## src/hw/rtl/msq_pkg.sv

```systemverilog
// ----------------------------------------------------------------------------
// msq_pkg: shared types and constants for the marching squares cell segmenter
// Field widths, edge codes, the case table and the divider request type.
// ----------------------------------------------------------------------------
`default_nettype none

package msq_pkg;

   localparam int SAMPLE_W     = 24;
   localparam int MAG_W        = SAMPLE_W + 1;
   localparam int EDGE_W       = 21;
   localparam int BASE_W       = EDGE_W - 1;
   localparam int FRAC_W       = 16;
   localparam int COLS_REG_W   = 11;
   localparam int DEF_MAX_COLS = 1024;
   localparam int DEF_MAX_ROWS = 1024;
   localparam int LANES        = 4;

   typedef logic [1:0] edge_type;
   localparam edge_type EDGE_B = 2'd0;
   localparam edge_type EDGE_T = 2'd1;
   localparam edge_type EDGE_L = 2'd2;
   localparam edge_type EDGE_R = 2'd3;

   typedef struct packed {
      logic [1:0] count;
      edge_type   a0;
      edge_type   b0;
      edge_type   a1;
      edge_type   b1;
   } seg_type;

   typedef struct packed {
      logic             start;
      logic [MAG_W-1:0] num;
      logic [MAG_W-1:0] den;
   } div_req_type;

   function automatic logic [MAG_W-1:0] sample_mag(input logic [SAMPLE_W-1:0] v);
      logic [MAG_W-1:0] e;
      begin
         e = {v[SAMPLE_W-1], v};
         return v[SAMPLE_W-1] ? (~e + 1'b1) : e;
      end
   endfunction

   // Segments are directed so that filled space lies on the left.
   function automatic seg_type seg_lookup(input logic [3:0] mask, input logic center);
      seg_type s;
      begin
         s = '{2'd0, EDGE_B, EDGE_B, EDGE_B, EDGE_B};
         case (mask)
            4'd1:  s = '{2'd1, EDGE_B, EDGE_L, EDGE_B, EDGE_B};
            4'd2:  s = '{2'd1, EDGE_R, EDGE_B, EDGE_B, EDGE_B};
            4'd3:  s = '{2'd1, EDGE_R, EDGE_L, EDGE_B, EDGE_B};
            4'd4:  s = '{2'd1, EDGE_T, EDGE_R, EDGE_B, EDGE_B};
            4'd5:  s = center ? '{2'd2, EDGE_B, EDGE_R, EDGE_T, EDGE_L}
                              : '{2'd2, EDGE_B, EDGE_L, EDGE_T, EDGE_R};
            4'd6:  s = '{2'd1, EDGE_T, EDGE_B, EDGE_B, EDGE_B};
            4'd7:  s = '{2'd1, EDGE_T, EDGE_L, EDGE_B, EDGE_B};
            4'd8:  s = '{2'd1, EDGE_L, EDGE_T, EDGE_B, EDGE_B};
            4'd9:  s = '{2'd1, EDGE_B, EDGE_T, EDGE_B, EDGE_B};
            4'd10: s = center ? '{2'd2, EDGE_L, EDGE_B, EDGE_R, EDGE_T}
                              : '{2'd2, EDGE_R, EDGE_B, EDGE_L, EDGE_T};
            4'd11: s = '{2'd1, EDGE_R, EDGE_T, EDGE_B, EDGE_B};
            4'd12: s = '{2'd1, EDGE_L, EDGE_R, EDGE_B, EDGE_B};
            4'd13: s = '{2'd1, EDGE_B, EDGE_R, EDGE_B, EDGE_B};
            4'd14: s = '{2'd1, EDGE_L, EDGE_B, EDGE_B, EDGE_B};
            default: s = '{2'd0, EDGE_B, EDGE_B, EDGE_B, EDGE_B};
         endcase
         return s;
      end
   endfunction

endpackage

`default_nettype wire

```

## src/hw/rtl/msq_frac_div.sv

```systemverilog
// ----------------------------------------------------------------------------
// msq_frac_div: crossing fraction divider
// Restoring division of num/den into an unsigned Q0.16 fraction, one bit per cycle.
// ----------------------------------------------------------------------------
`default_nettype none

module msq_frac_div (
   input  wire logic                        clock,
   input  wire logic                        reset,
   input  wire msq_pkg::div_req_type        req,
   output logic                             busy,
   output logic [msq_pkg::FRAC_W-1:0]       quot
);
   import msq_pkg::*;

   localparam int CNT_W = $clog2(FRAC_W + 1);

   logic                busy_ff;
   logic [MAG_W-1:0]    rem_ff;
   logic [MAG_W-1:0]    den_ff;
   logic [FRAC_W-1:0]   quot_ff;
   logic [CNT_W-1:0]    cnt_ff;
   logic [MAG_W:0]      rem2;
   logic [MAG_W:0]      diff;
   logic                fits;

   always_comb begin
      rem2 = {rem_ff, 1'b0};
      diff = rem2 - {1'b0, den_ff};
      fits = (rem2 >= {1'b0, den_ff});
   end

   always_ff @(posedge clock) begin
      if (reset) begin
         busy_ff <= 1'b0;
      end else if (req.start) begin
         busy_ff <= (req.den != '0) && (req.num < req.den);
      end else if (busy_ff && (cnt_ff == CNT_W'(1))) begin
         busy_ff <= 1'b0;
      end
   end

   always_ff @(posedge clock) begin
      if (req.start) begin
         rem_ff <= req.num;
         den_ff <= req.den;
         cnt_ff <= CNT_W'(FRAC_W);
         if (req.den == '0) begin
            quot_ff <= '0;
         end else if (req.num >= req.den) begin
            quot_ff <= '1;
         end else begin
            quot_ff <= '0;
         end
      end else if (busy_ff) begin
         rem_ff  <= fits ? diff[MAG_W-1:0] : rem2[MAG_W-1:0];
         quot_ff <= {quot_ff[FRAC_W-2:0], fits};
         cnt_ff  <= cnt_ff - 1'b1;
      end
   end

   assign busy = busy_ff;
   assign quot = quot_ff;

endmodule

`default_nettype wire

```

## config.mk

```make
export PLATFORM = sky130hd
export DESIGN_NAME = msq_frac_div
export DESIGN_NICKNAME = d
export VERILOG_FILES = /design/src/hw/rtl/msq_pkg.sv /design/src/hw/rtl/msq_frac_div.sv
export SDC_FILE = /design/constraint.sdc
export NUM_CORES = 1
export LEC_CHECK = 0
export ABC_AREA = 1
export ABC_CLOCK_PERIOD_IN_PS = 7300
export BUFFER_PORTS_ARGS = -buffer_cell sky130_fd_sc_hd__buf_2
export CORE_MARGIN = 5
export CORE_UTILIZATION = 45
export CTS_CLUSTER_DIAMETER = 200
export DETAILED_ROUTE_END_ITERATION = 8
export SLEW_MARGIN = 20
export SYNTH_ARGS = -nofsm -noshare
export SYNTH_HDL_FRONTEND = slang
export SYNTH_SLANG_ARGS = --single-unit
```

## constraint.sdc

```tcl
create_clock -name clock -period 7.3 [get_ports clock]
set_clock_uncertainty 0.15 [all_clocks]
set_input_delay 1.095 -clock clock [delete_from_list [all_inputs] [get_ports clock]]
set_output_delay 1.095 -clock clock [all_outputs]
set_load 0.05 [all_outputs]
```

==> impl_metrics.toml, run 1 <==
[hold_path]
hp-start = "cnt_ff[4]"
hold_depth = 2
hold_class = "reg -> reg"

[critical_path]
cp_top_family = "buffers and inverters"
crit_start = "req[50]"
endpoint_kind = "flip-flop"
cp-start-kind = "input pin"
crit_chain = "buf_2, buf_4, inv_2, nand2_2"
crit_buf_inv = 3
critPathArrivalTime_ns = 3.10
required_ns = 6.98
reg2reg_from = "rem_ff[19]"
critPathSlowestCell = "nand2_2"
crit_cells = 4
crit_path_max_fanout = 52
cpPeakStageDelay_ns = 0.81
r2r_cells = 13
path_class = "in -> reg"

[placed_design]
dp_hpwl_um = 11900
gp_congestion = 0.921
io_buffer_count = 69
post_dp_cell_area_mm2 = 0.00628

[detailed_routing]
drt_iter0_drc = 361
routed_wirelength_um = 15100
wl_per_cell_um = 14.3
drt_pass1_iterations = 5
vias = 5194
antenna_left = 0
routed_via_density = 4.92
drc = 0

[cts]
cts_tree = "built"
cts.repair.resized = 0
postCtsHoldBufs = 0
insertion_delay_ns = 0.34
clk_path_buf_depth = 2
cts_setup_buffers = 0
cts_sinks = 72
htree_levels = 3
numCtsBuffers = 9
root_buffer = "clkbuf_16"
clk_pin_slew_ns = 0.06

[global_routing]
grt_usage_pct = 20.9
grt_first_pass_wirelength_um = 24600
grt-ovfl-total = 0
grt_max_degree = 53
antenna_found_initial = 0
first_global_vias = 5139

[floorplan]
die_w_um = 123
coreArea_mm2 = 0.0126
die_area_mm2 = 0.0152
fp.dieH_um = 123
floorplan.initialDensity_pct = 45.8
num_io_pins = 70
row_count = 41

[timing]
rsz0062_at_grt = "no"
worst_slew_pin_slew_ns = 1.04
fin_setup_tns_ns = 0
timing.fmax_ghz = 0.293
maxSlewViolCount = 0
hold_violations = 0
slew_headroom_pct = 30.6
setup-violations-final = 0
fin_crit_sh_pct = 46.7
layout_min_cycle_time_ns = 3.41

[yosys]
synth-xor-area-share_pct = 1.36
synth_simple_gate_area_share_pct = 36.4
synthMuxAreaShare_pct = 0
synth_seq_cells = 72
ys_seq_area_share_pct = 36.4
synth_edf_count = 66
syn-cell-area_mm2 = 0.00578
syn-num-nets = 915
ys_warn_count = 0
ys_async_sr_fraction_pct = 0
synth_fa_ha_area_share_pct = 11.6
netlist_instances = 809
synth_flop_cell = "edfxtp_1"
synth.distinct_cells = 35
synth_compound_gate_area_share_pct = 3.42
avgSynthCellArea_um2 = 7.15
synth_top_family_by_area = "simple AND/OR/NAND/NOR gates"

[layout]
flow.area_growth_from_synthesis_pct = 13.6
drive_above_1_share_pct = 12.3
n_fill_cell = 1322
diodes = 0
nNetsFinal = 984
stdcell_area_mm2 = 0.00657

[power]
p_leak_nw = 3.58
vdd_drop_max_uv = 129
p_per_area_mw_per_mm2 = 264

[job]
drv_cap = 0

[status]
status = "finished, final reports clean"
## stage by stage
stage	util, %	instances	hold WS (ns)	power (mW)	worst slack, ns
floorplan	-	809	0.278	1.13	4.19
global placement	49.8	1039	0.288	1.31	3.59
detailed placement	49.8	1039	0.301	1.32	3.52
CTS	52.0	1055	0.316	1.74	3.86
global route	52.0	1055	0.364	1.87	3.68
finish	52.0	1055	0.322	1.73	3.89
## power by group
group | switching [mW] | internal (mW)
clock network | 0.179 | 0.240
logic | 0.501 | 0.252
registers | 0.0299 | 0.531
## routing by layer
metal	GRT usage (%)	part of all wire (%)
met1	29.0	47
met2	34.0	47
met3	3.16	4.8
met4	5.81	1.6
met5	0	0
## final cells by class
type,instances,area (um2),area share (%)
tap,172,215,3.28
multi-input combinational,576,3050,46.5
sequential,72,2100,32.0
inverter,149,559,8.52
clock buffer,10,239,3.64
clock inverter,6,43.8,0.667
timing repair buffer,70,353,5.37
## cell usage after synthesis (2+ instances only)
cell type | count | area, um2
a21oi_1 | 23 | 115
and2_1 | 2 | 12.5
buf_2 | 6 | 30.0
buf_6 | 2 | 22.5
clkbuf_1 | 4 | 15.0
dfxtp_1 | 6 | 120
edfxtp_1 | 66 | 1980
ha_1 | 52 | 651
inv_1 | 148 | 556
nand2_1 | 326 | 1220
nand2_2 | 5 | 31.3
nand3_1 | 45 | 225
nand3_2 | 4 | 40.0
nand3b_1 | 24 | 180
nand4_1 | 13 | 81.3
nor2_1 | 45 | 169
nor2_2 | 3 | 18.8
nor3_1 | 3 | 15.0
o21a_1 | 3 | 22.5
o21ai_0 | 6 | 30.0
o22ai_1 | 2 | 12.5
xnor2_1 | 8 | 70.1
## worst paths after layout
path | endpoint | slack [ns]
hold reg to reg | cnt_ff[4] | 0.32
setup / recovery | rem_ff[3] | 3.89
setup reg to reg | rem_ff[21] | 4.35
hold / removal | cnt_ff[4] | 0.32
## worst register-to-register path, stage by stage, from the launching register on
cell and delay [ns]:
edfxtp_1 0.41, ha_1 0.40, nand2_1 0.16, inv_1 0.05, nand2_1 0.06, nand3_1 0.11, nand2_1 0.10, nand3_2 0.09
nor2_4 0.45, nand2_8 0.27, nand2_4 0.23, nand2_1 0.08, nand2_1 0.09, nand2_1 0.06
## cells in the final DEF, fill, tap and decap left out, types with 2 or more instances in the layout
master	n
nor2_2	3
nand2_2	6
o21ai_0	6
inv_1	148
nand3_1	45
xnor2_1	8
nand3_2	4
buf_2	69
a21oi_1	23
nor3_1	3
ha_1	52
o22ai_1	2
dfxtp_1	6
and2_1	2
clkbuf_16	9
nor2_1	45
edfxtp_1	66
nand3b_1	24
clkinvlp_4	4
nand2_1	325
o21a_1	3
nand4_1	13
## logic make-up (layout without fill, tap and decap cells)
logic type      count (synthesis)  count (layout)
simple gates                  478             478
flops                          72              72
compound gates                 36              36
fa+ha+maj                      53              53
xor+xnor                        9               9
buf+inv                       161             235
## flip-flops by register name, summed over array words and instances, names as in the netlist
register and flops:
quot 16, rem_ff 25, cnt_ff 5, den_ff 25, busy 1
Power figures use the tool's default switching activity.
==> run 2, diff against run 1 <==
ABC_CLOCK_PERIOD_IN_PS = 2900   (was 7300)
PLACE_DENSITY = 0.67   (was default)
clock period = 2.9 ns   (was 7.3 ns; I/O delays follow)
==> impl_metrics.toml, run 2 (synthesis gave the netlist of run 1 again) <==
[status]
status = "finished, final reports clean"

[power]
p_leak_nw = 3.62
vdd_drop_max_uv = 331
power.total_mw = 4.45
p_per_area_mw_per_mm2 = 671

[floorplan]
coreArea_mm2 = 0.0126
die_w_um = 123
row_count = 41
die_area_mm2 = 0.0152
floorplan.initialDensity_pct = 45.8
fp.dieH_um = 123
num_io_pins = 70

[cts]
clk_path_buf_depth = 2
numCtsBuffers = 9
cts.repair.resized = 0
clk_pin_slew_ns = 0.07
cts_setup_buffers = 0
cts_tree = "built"
insertion_delay_ns = 0.34
postCtsHoldBufs = 0
htree_levels = 3
cts_sinks = 72
root_buffer = "clkbuf_16"

[critical_path]
crit_path_max_fanout = 25
cp_top_family = "simple AND/OR/NAND/NOR gates"
cpMostUsedCell = "nand2_1"
r2r_cells = 13
crit_buf_inv = 1
endpoint_kind = "flip-flop"
r2r_slack_ns = 0.39
cpPeakStageDelay_ns = 0.41
path_class = "reg -> reg"
critPathArrivalTime_ns = 2.46
crit_chain = "ha_1, nand2_1, inv_1, nand2_1, nand3_1, nand2_1, nand3_2, nor2_4, nand2_8, nand2_4, nand2_1, nand2_1, nand2_1"
critPathSlowestCell = "edfxtp_1"
reg2reg_from = "rem_ff[19]"
required_ns = 2.86
rr_endpoint = "rem_ff[23]"
cp-start-kind = "flip-flop"

[hold_path]
hold_class = "in -> reg"
holdPathEnd = "busy"
hold_depth = 2
hp-start = "reset"

[global_routing]
grt_max_degree = 52
antenna_found_initial = 0
grt_usage_pct = 19.5
first_global_vias = 4861
grt_first_pass_wirelength_um = 23100
grt-ovfl-total = 0

[layout]
flow.area_growth_from_synthesis_pct = 14.8
final_common_cell = "nand2_1"
stdcell_area_mm2 = 0.00664
n_fill_cell = 1344
drive_above_1_share_pct = 12.7
instances_no_fill = 1059
most-common-layout-cells = "nand2_1 (325), inv_1 (148), buf_2 (69)"
nNetsFinal = 988
diodes = 0

[timing]
timing.fmax_ghz = 0.399
fin_setup_tns_ns = 0
fin_crit_sh_pct = 86.4
slew_headroom_pct = 60.6
worst_slew_pin_slew_ns = 0.592
hold_violations = 0
layout_min_cycle_time_ns = 2.51
setup-violations-final = 0
maxSlewViolCount = 0
rsz0062_at_grt = "no"

[detailed_routing]
routed_wirelength_um = 14300
routed_via_density = 4.87
wl_per_cell_um = 13.5
drc = 0
vias = 5155
drt_iter0_drc = 332
antenna_left = 0
drt_pass1_iterations = 5

[placed_design]
io_buffer_count = 69
dp_cells = 1043
post_dp_cell_area_mm2 = 0.00633
dp_hpwl_um = 11400
gp_congestion = 0.918

[job]
drv_cap = 0
run 2: cell types whose count changed in the layout (fill, tap and decap cells not counted), sizes merged:
| cell | change |
|---|---|
| inv | +4 |
| clkinvlp | -3 |
| bufinv | +1 |
| clkbuf | -1 |
| buf | +4 |
| clkinv | -1 |
run 2: how the worst max path moves through the flow:
stage,to,depth (start not counted),slack [ns],from
after detailed placement,quot[8],11,0.28,req[10]
after global routing,rem_ff[20],9,0.18,rem_ff[21]
final,rem_ff[23],13,0.39,rem_ff[19]
after floorplan,quot[0],4,0.45,req[50]
after CTS,rem_ff[20],9,0.39,rem_ff[21]
after global placement,quot[15],11,0.31,req[10]
run 2: worst register-to-register path: stages, from the launching register on:
cell and delay (ns):
edfxtp_1 0.41, ha_1 0.40, nand2_1 0.16, inv_1 0.05, nand2_1 0.06, nand3_1 0.11
nand2_1 0.10, nand3_2 0.09, nor2_4 0.18, nand2_8 0.18, nand2_4 0.17, nand2_1 0.07
nand2_1 0.08, nand2_1 0.05
run 2: layout make-up:
cell class / instances / area (um2) / area share (%)
inverters: 149 / 559 / 8.43
clock buffers: 9 / 225 / 3.39
repair buffers: 74 / 395 / 5.96
well taps: 172 / 215 / 3.24
clock inverters: 7 / 83.8 / 1.26
multi-input cells: 576 / 3050 / 46.0
flip-flops and latches: 72 / 2100 / 31.7
run 2: report_power, final:
group	switching, mW	internal (mW)
combinational	1.23	0.643
sequential	0.0795	1.33
clock	0.486	0.685
run 2: per-layer routing:
layer / GRT usage, % / vias up / routed length, um / part of all wire [%]
li1: - / 2700 / - / -
met1: 26.6 / 2339 / 6830 / 48
met2: 32.0 / 98 / 6690 / 47
met3: 2.61 / 18 / 498 / 3.5
met4: 6.37 / 0 / 238 / 1.7
met5: 0 / - / 0 / 0
run 2: through the flow:
stage               util, %  hold slack, ns  setup WS [ns]
floorplan                 -           0.278          0.445
global placement       50.1           0.298          0.305
detailed placement     50.1           0.298          0.279
CTS                    52.6          0.0799          0.385
global route           52.6          0.0845          0.183
finish                 52.6          0.0903          0.394
